[src/hw/rtl/swstat_pkg.sv]
// shared constants and types for the sensor window statistics block
package swstat_pkg;

  // history ring and field sizes
  localparam int HistDepth = 4096;
  localparam int AddrW     = $clog2(HistDepth);
  localparam int CntW      = $clog2(HistDepth + 1);
  localparam int SampW     = 12;
  localparam int WinW      = 13;
  localparam int SumW      = SampW + CntW;
  localparam int CmpW      = (WinW > CntW) ? WinW : CntW;
  localparam int DivCntW   = $clog2(SumW + 1);

  localparam logic [WinW-1:0] WinRst = WinW'(16);

  // extreme tracker reset codes
  localparam logic [SampW-1:0] TempMinRst  = 12'h7ff;
  localparam logic [SampW-1:0] TempMaxRst  = 12'h800;
  localparam logic [SampW-1:0] LightMinRst = 12'hfff;
  localparam logic [SampW-1:0] LightMaxRst = 12'h000;

  // divider request and response
  typedef struct packed {
    logic            start;
    logic [SumW-1:0] dividend;
    logic [CntW-1:0] divisor;
  } div_req_t;

  typedef struct packed {
    logic            done;
    logic [SumW-1:0] quotient;
  } div_rsp_t;

endpackage

[src/hw/rtl/swstat_div.sv]
// iterative restoring divider, one quotient bit per cycle
module swstat_div
  import swstat_pkg::*;
(
  input  logic     clk_i,
  input  logic     rst_ni,
  input  div_req_t req_i,
  output div_rsp_t rsp_o
);

  logic               busy_q, busy_d;
  logic               done_q, done_d;
  logic [DivCntW-1:0] cnt_q, cnt_d;
  logic [CntW-1:0]    rem_q, rem_d;
  logic [SumW-1:0]    quo_q, quo_d;
  logic [CntW-1:0]    div_q, div_d;
  logic [CntW:0]      trial;

  // one shift-subtract step per cycle
  always_comb begin
    busy_d = busy_q;
    done_d = 1'b0;
    cnt_d  = cnt_q;
    rem_d  = rem_q;
    quo_d  = quo_q;
    div_d  = div_q;
    trial  = {rem_q, quo_q[SumW-1]};
    if (req_i.start) begin
      busy_d = 1'b1;
      cnt_d  = DivCntW'(SumW);
      rem_d  = '0;
      quo_d  = req_i.dividend;
      div_d  = req_i.divisor;
    end else if (busy_q) begin
      if (trial >= {1'b0, div_q}) begin
        rem_d = CntW'(trial - {1'b0, div_q});
        quo_d = {quo_q[SumW-2:0], 1'b1};
      end else begin
        rem_d = trial[CntW-1:0];
        quo_d = {quo_q[SumW-2:0], 1'b0};
      end
      cnt_d = cnt_q - DivCntW'(1);
      if (cnt_q == DivCntW'(1)) begin
        busy_d = 1'b0;
        done_d = 1'b1;
      end
    end
  end

  // control state
  always_ff @(posedge clk_i or negedge rst_ni) begin
    if (!rst_ni) begin
      busy_q <= 1'b0;
      done_q <= 1'b0;
      cnt_q  <= '0;
    end else begin
      busy_q <= busy_d;
      done_q <= done_d;
      cnt_q  <= cnt_d;
    end
  end

  // datapath
  always_ff @(posedge clk_i) begin
    rem_q <= rem_d;
    quo_q <= quo_d;
    div_q <= div_d;
  end

  assign rsp_o.done     = done_q;
  assign rsp_o.quotient = quo_q;

endmodule

[config.mk]
export PLATFORM = sky130hd
export DESIGN_NAME = swstat_div
export DESIGN_NICKNAME = d
export VERILOG_FILES = /design/src/hw/rtl/swstat_pkg.sv /design/src/hw/rtl/swstat_div.sv
export SDC_FILE = /design/constraint.sdc
export NUM_CORES = 1
export LEC_CHECK = 0
export ABC_CLOCK_PERIOD_IN_PS = 3100
export BUFFER_PORTS_ARGS = -buffer_cell sky130_fd_sc_hd__buf_2
export CAP_MARGIN = 20
export CELL_PAD_IN_SITES_DETAIL_PLACEMENT = 1
export CELL_PAD_IN_SITES_GLOBAL_PLACEMENT = 2
export CORE_UTILIZATION = 25
export DETAILED_ROUTE_END_ITERATION = 6
export PLACE_DENSITY = 0.65
export SYNTH_ARGS = -nofsm -noshare
export SYNTH_HDL_FRONTEND = slang
export SYNTH_SLANG_ARGS = --single-unit
[constraint.sdc]
create_clock -name clk_i -period 3.1 [get_ports clk_i]
set_input_delay 0.155 -clock clk_i [delete_from_list [all_inputs] [get_ports clk_i]]
set_output_delay 0.155 -clock clk_i [all_outputs]
set_load 0.005 [all_outputs]
Word-level counts from Yosys, hierarchy flattened
Cells that the tools add are included.
{"block": "totals", "output_inout_bits": 26, "register_bits": 58, "wordCells": 23, "inputBits": 41}
{"block": "classes", "eq_ne": 1, "order_cmp": 1, "muxes": 12, "n_reduce_logical": 1, "addsub": 2}
{"op": "$mux 25", "count": 2}
{"op": "$ge 14x13->1", "count": 1}
{"op": "$mux 13", "count": 1}
{"op": "$sub 13x13->13", "count": 1}
{"op": "$mux 5", "count": 2}
{"op": "$mux 1", "count": 7}
{"op": "$eq 5x1->1 const B", "count": 1}
{"op": "$sub 5x1->5 const B", "count": 1}
{"op": "$reduce_bool 2->1", "count": 1}

Longest topological paths before layout
Gate-level depths: netlist of the first run.
{"block": "logic_depth", "ltp_word": 4, "ltp_mapped": 11, "mapped_depth_nobuf": 10}

Worst setup path after synthesis of the first run
Ideal clock, no wire load.
{"block": "synth_timing", "kind": "register to register", "from": "register quo_q[24]", "to": "register quo_q[0] (data pin)", "required_ns": 2.840, "setup_slack_ns": 0.646, "setup_ns": 0.260, "arrival_ns": 2.194, "stages_incl_launch_ff": 11, "path_cell_list": "edfxtp_1 inv_1 ha_1 inv_1 fa_1 a211oi_1 o21ai_0 a21oi_1 a21o_2 nand2_1 mux2_2"}
{"block": "synth_via", "elab_chain_len": 4}
{"element": "from (decl)", "line": "swstat_div.sv:15", "text": "logic [SumW-1:0] quo_q, quo_d;"}
{"element": "from (signal assigned)", "line": "swstat_div.sv:66", "text": "quo_q <= quo_d;"}
{"element": "$ge 14x13->1", "line": "swstat_div.sv:35", "text": "if (trial >= {1'b0, div_q}) begin"}
{"element": "$mux 1", "line": "swstat_div.sv:35"}
{"element": "$mux 25", "line": "swstat_div.sv:34", "text": "end else if (busy_q) begin"}
{"element": "$mux 25", "line": "swstat_div.sv:28", "text": "if (req_i.start) begin"}
{"element": "net quo_d[0]", "line": "swstat_div.sv:15"}
The timed path passes the listed nets, and every way through them passes these cells. The select of a mux whose other input is x is not followed.
A chain may end at the register's enable or synchronous reset.

Worst setup path after layout of the first run
Same ends and word-level chain as after synthesis.

==> impl_metrics.env, run 1 <==
export IMPL_drt_iter0_drc=125
export IMPL_dr_wl_met2_mm=3.57
export IMPL_ys_async_sr_fraction_pct=12.1
export IMPL_vias=2375
export IMPL_max_cap_viol_count=0
export IMPL_required_ns=3.18
export IMPL_firstDrtPassIters=4
export IMPL_finalInstanceArea_um2=4020
export IMPL_post_cts_buffers=0
export IMPL_grt_pass1_vias=2547
export IMPL_power_frac_comb_pct=35.6
export IMPL_synth_top_area_share_pct=35.9
export IMPL_cts_tree="done"
export IMPL_wl_per_cell_um=14.6
export IMPL_synth_cell_type_count=54
export IMPL_syn_area_um2=3180
export IMPL_synth_edff_count=38
export IMPL_clockBufferDepth=2
export IMPL_nFillCells=1398
export IMPL_worstSetupPathType="register to register"
export IMPL_setup_tns_ns=0
export IMPL_crit_chain="inv_1 > ha_1 > inv_1 > fa_1 > a211oi_1 > o21ai_0 > a21oi_1 > a21o_2 > nand2_1 > mux2_2"
export IMPL_synth_warnings=0
export IMPL_path_clk_slew_ns=0.05
export IMPL_wl_mm=7.62
export IMPL_cp_arrival_ns=2.87
export IMPL_core_um2=12200
export IMPL_num_rows=40
export IMPL_ir_worst_vdd_v=0.000295
export IMPL_worstMarginPinSlew_ns=0.668
export IMPL_fin_nets=405
export IMPL_rsz0062_at_grt="no"
export IMPL_slew_headroom_pct=55.5
export IMPL_clkPwrFrac_pct=30.4
export IMPL_start_util_pct=26.0
export IMPL_grt_pass1_wl_mm=12.6
export IMPL_area_growth_pct=26.4
export IMPL_grt_usage_pct=12.6
export IMPL_start_kind="register"
export IMPL_yosysTopAreaCell="edfxtp_1"
export IMPL_synth_nets=328
export IMPL_internal_power_uw=2130
export IMPL_htree_levels=3
export IMPL_drc=0
export IMPL_power_switching_uw=1080
export IMPL_path_max_fanout=7
export IMPL_slew_viol_final=0
export IMPL_wl_met1_mm=3.60
export IMPL_outcome="finished clean"
export IMPL_dp_cells=495
export IMPL_clockRootBuffer="clkbuf_16"
export IMPL_clock_latency_ns=0.33
export IMPL_fmax_mhz=359
export IMPL_critPathCaptureType="register"
export IMPL_switching_share_pct=33.7
export IMPL_setup_viol=0
export IMPL_period_share_pct=89.9
export IMPL_die_x_um=115
export IMPL_seq_area_um2=1580
export IMPL_io_buffers=66
export IMPL_cts_buffers=9
export IMPL_wl_met3_um=326
export IMPL_viasPerCell=4.56
export IMPL_hpwl_mm=5.31
export IMPL_power_leakage_uw=0.00170
export IMPL_syn_area_per_cell_um2=11.7
export IMPL_place_congestion=0.718
export IMPL_hold_viol=0
export IMPL_synth_common_cells="edfxtp_1 (38), mux2_2 (26), inv_1 (19)"
export IMPL_synth_seq_area_share_pct=49.6
export IMPL_synth_seq_cells=58
export IMPL_multiInputGateArea_um2=1410
export IMPL_seqPwrFrac_pct=34.0
export IMPL_drive_gt1_share_pct=36.0
export IMPL_dr_max_layer_used="met4"
export IMPL_p_per_area_nw_per_um2=799
export IMPL_fp_dieArea_um2=13200
export IMPL_antenna_found_initial=0
export IMPL_overflow=0
export IMPL_n_antenna_cell=0
export IMPL_fin_crit_ns=2.79
export IMPL_grt_max_degree=41
export IMPL_fin_cells=521
export IMPL_max_stage_delay_ns=0.43
export IMPL_numClockSinks=58
export IMPL_pin_count=67
export IMPL_hold_class="input port to register"
export IMPL_ys_flop_type="edfxtp_1"
export IMPL_ant_nets=0
export IMPL_syn_inst=271
export IMPL_die_h_um=115
export IMPL_placed_area_um2=3620
export IMPL_cpMaxStageDelayCell="edfxtp_1"
export IMPL_post_synth_top_count_cell="edfxtp_1"
export IMPL_finClkSkew_ns=0.00490
export IMPL_crit_top_cell="inv_1"
export IMPL_synthTopCellsByArea="edfxtp_1 (36%), mux2_2 (9.2%), dfxtp_1 (8.2%)"
-- path summary, 6_finish.rpt --
kind / slack (ns) / start / end / depth (start not counted)
worst max-delay path: 0.31 / quo_q[24] / quo_q[0] / 10
worst min-delay path: 0.01 / req_i[8] / div_q[8] / 1
worst max register to register: 0.31 / quo_q[24] / quo_q[0] / 10
worst min register to register: 0.52 / rem_q[6] / rem_q[6] / 2
max in group asynchronous: 2.74 / rst_ni / cnt_q[1] / 2
min in group asynchronous: 0.20 / rst_ni / done_q / 2
-- routing by layer --
layer	GRT usage, %	vias up
li1	-	1171
met1	15.9	1142
met2	20.5	52
met3	3.53	10
met4	5.19	0
met5	0	-
-- cell type report --
cell class / count / share of cell area (%)
Timing Repair Buffer: 80 / 11.5
Clock buffer: 9 / 5.60
Sequential cell: 58 / 39.2
Clock inverter: 7 / 1.74
Inverter: 19 / 1.77
Tap cell: 168 / 5.23
Multi-Input combinational cell: 180 / 35.0
-- worst max-delay path, delay by kind of cell, from the launching register on --
| family | cells | cell delay (ns) |
|---|---|---|
| flip-flops | 1 | 0.43 |
| AO/OA/AOI/OAI | 4 | 1.03 |
| adder cells (fa/ha/maj) | 2 | 0.56 |
| buffers and inverters | 2 | 0.13 |
| multiplexers | 1 | 0.27 |
| AND/OR/NAND/NOR | 1 | 0.12 |
-- state kept, by name, summed over array words and instances, names as in the netlist --
name / cells
busy_q: 1
cnt_q: 5
div_q: 13
done_q: 1
quo_q: 25
rem_q: 13
-- cell usage in the layout (no fill, tap or decap), drive strengths merged, types with 8 or more instances in the layout --
cell type,count
buf,70
edfxtp,38
mux2,26
inv,19
nor2,16
ha,15
nand3,13
dfxtp,13
o21ai,13
a311oi,12
a21oi,11
dlygate4sd3,10
clkbuf,9
xnor2,8
-- kinds of logic after synthesis --
group / Yosys count / synth area share [%]
simple gates: 65 / 10.9
compound gates: 60 / 13.9
flops: 58 / 49.6
buf+inv: 33 / 6.22
mux: 27 / 9.52
fa+ha+maj: 16 / 6.53
xor+xnor: 12 / 3.31
-- timing repair --
item / in CTS / in global routing
hold buffers: 10 / 0
hold endpoints to repair: 16 / 0
gates resized for setup: 0 / 0
-- per-stage QoR --
stage / hold slack (ns) / power [uW] / util [%] / setup WS, ns
after CTS: 0.000665 / 3260 / 32.9 / 0.276
final: 0.00980 / 3210 / 32.9 / 0.313
after global placement: 0.000698 / 2220 / 29.7 / 0.448
after detailed placement: 0.00191 / 2240 / 29.7 / 0.277
after global routing: 0.00304 / 3430 / 32.9 / 0.0289
after floorplan: -0.141 / 1940 / - / 0.646
-- power by group through the flow --
stage | combinational (uW) | sequential [uW] | clock, uW
2_1_floorplan | 871 | 1070 | 0
3_3_place_gp | 1120 | 1100 | 0
3_5_place_dp | 1140 | 1100 | 0
4_1_cts | 1160 | 1090 | 1010
6_report | 1140 | 1090 | 976
5_1_grt | 1290 | 1110 | 1030
(Power assumes the default switching activity.)
==> run 2: changes to the inputs <==
CTS_BUF_LIST = sky130_fd_sc_hd__clkbuf_4   (was not set)
==> impl_metrics.env, run 2 (synthesis results as in run 1) <==
export IMPL_outcome="finished clean"
export IMPL_worstMarginPinSlew_ns=0.657
export IMPL_place_congestion=0.718
export IMPL_post_cts_buffers=0
export IMPL_period_share_pct=89.8
export IMPL_ant_nets=0
export IMPL_wl_per_cell_um=14.6
export IMPL_p_per_area_nw_per_um2=686
export IMPL_ctsResizeCount=0
export IMPL_n_antenna_cell=0
export IMPL_fmax_mhz=359
export IMPL_regMostFlops="quo_q"
export IMPL_grt_pass1_wl_mm=13.2
export IMPL_setup_viol=0
export IMPL_clockRootBuffer="clkbuf_4"
export IMPL_pre_cts_ws_ns=0.277
export IMPL_largest_reg_flops=25
export IMPL_fin_crit_ns=2.78
export IMPL_cts_tree="done"
export IMPL_whs_ns=0.0464
export IMPL_required_ns=3.29
export IMPL_num_rows=40
export IMPL_grt_usage_pct=13.2
export IMPL_nFillCells=1407
export IMPL_crit_chain="inv_1 > ha_1 > inv_1 > fa_1 > a211oi_1 > o21ai_0 > a21oi_1 > a21o_2 > nand2_1 > mux2_2"
export IMPL_area_growth_pct=29.0
export IMPL_rsz0062_at_grt="no"
export IMPL_clockBufferDepth=2
export IMPL_start_kind="register"
export IMPL_fin_ws_ns=0.317
export IMPL_rrSetupSlack_ns=0.32
export IMPL_pin_count=67
export IMPL_grt_pass1_vias=2647
export IMPL_reg_top3="quo_q (25), div_q (13), rem_q (13)"
export IMPL_cp_top_family="compound AO/OA/AOI/OAI gates"
export IMPL_die_x_um=115
export IMPL_cp_num_buf_inv=2
export IMPL_slew_viol_final=0
export IMPL_core_um2=12200
export IMPL_start_util_pct=26.0
export IMPL_vias=2468
export IMPL_drc=0
export IMPL_drt_iter0_drc=109
export IMPL_critPathCaptureType="register"
export IMPL_max_cap_viol_count=0
export IMPL_hold_class="input port to register"
export IMPL_cts_buffers=9
export IMPL_die_h_um=115
export IMPL_max_stage_delay_ns=0.45
export IMPL_path_max_fanout=7
export IMPL_clock_latency_ns=0.42
export IMPL_hpwl_mm=5.31
export IMPL_hold_buffers=34
export IMPL_finClkSkew_ns=0.0129
export IMPL_numClockSinks=58
export IMPL_crit_top_cell="inv_1"
export IMPL_htree_levels=3
export IMPL_fin_nets=429
export IMPL_worstSetupPathType="register to register"
export IMPL_power_leakage_uw=0.00173
export IMPL_hold_viol=0
export IMPL_slew_headroom_pct=56.2
export IMPL_overflow=0
export IMPL_fp_dieArea_um2=13200
export IMPL_setup_tns_ns=0
export IMPL_wl_mm=7.94
export IMPL_io_buffers=66
export IMPL_final_core_util_pct=33.6
export IMPL_cpMaxStageDelayCell="edfxtp_1"
export IMPL_firstDrtPassIters=4
export IMPL_grt_max_degree=41
export IMPL_ir_worst_vdd_v=0.000194
export IMPL_antenna_found_initial=0
export IMPL_viasPerCell=4.53
export IMPL_drive_gt1_share_pct=33.7
export IMPL_path_clk_slew_ns=0.11
export IMPL_final_common_cell="buf_2"
export IMPL_final_cell_mix="buf_2 (66), edfxtp_1 (38), dlygate4sd3_1 (34)"
export IMPL_cp_arrival_ns=2.97
[run 2: layout make-up]
type                       instances  area [um2]  share of cell area, %
clock buffer                       9        67.6                   1.65
clock inverter                     7        70.1                   1.71
sequential                        58        1580                   38.4
multi-input combinational        180        1410                   34.3
tap                              168         210                   5.13
inverter                          19        71.3                   1.74
timing repair buffer             104         701                   17.1
[run 2: worst paths after layout]
path | start | endpoint | cells past startpoint
setup / recovery | quo_q[24] | quo_q[0] | 10
hold / removal | req_i[28] | quo_q[15] | 2
setup reg to reg | quo_q[24] | quo_q[0] | 10
hold reg to reg | rem_q[6] | rem_q[6] | 2
max in group asynchronous | rst_ni | cnt_q[2] | 2
min in group asynchronous | rst_ni | busy_q | 2
[run 2: stage by stage]
step | total power, uW | area [um2] | instances
after floorplan | 1940 | 3180 | 271
after global placement | 2220 | 3620 | 495
after detailed placement | 2240 | 3620 | 495
after CTS | 2850 | 4100 | 545
after global routing | 3030 | 4100 | 545
final | 2810 | 4100 | 545
[run 2: power breakdown]
group	internal, uW	total [uW]	switching, uW
Combinational	555	1160	609
Clock	242	561	318
Sequential	974	1090	115
Total	1770	2810	1040
[run 2: per-layer routing]
layer	wire length, um	GRT usage [%]	up-vias
met1	3680	16.5	1187
li1	-	-	1222
met5	0	0	-
met2	3790	21.6	50
met3	353	3.80	9
met4	116	5.19	0
[run 2: worst register-to-register path, stage by stage, from the launching register on]
cell,delay [ns]
edfxtp_1,0.45
inv_1,0.08
ha_1,0.15
inv_1,0.05
fa_1,0.41
a211oi_1,0.24
o21ai_0,0.18
a21oi_1,0.33
a21o_2,0.27
nand2_1,0.12
mux2_2,0.27
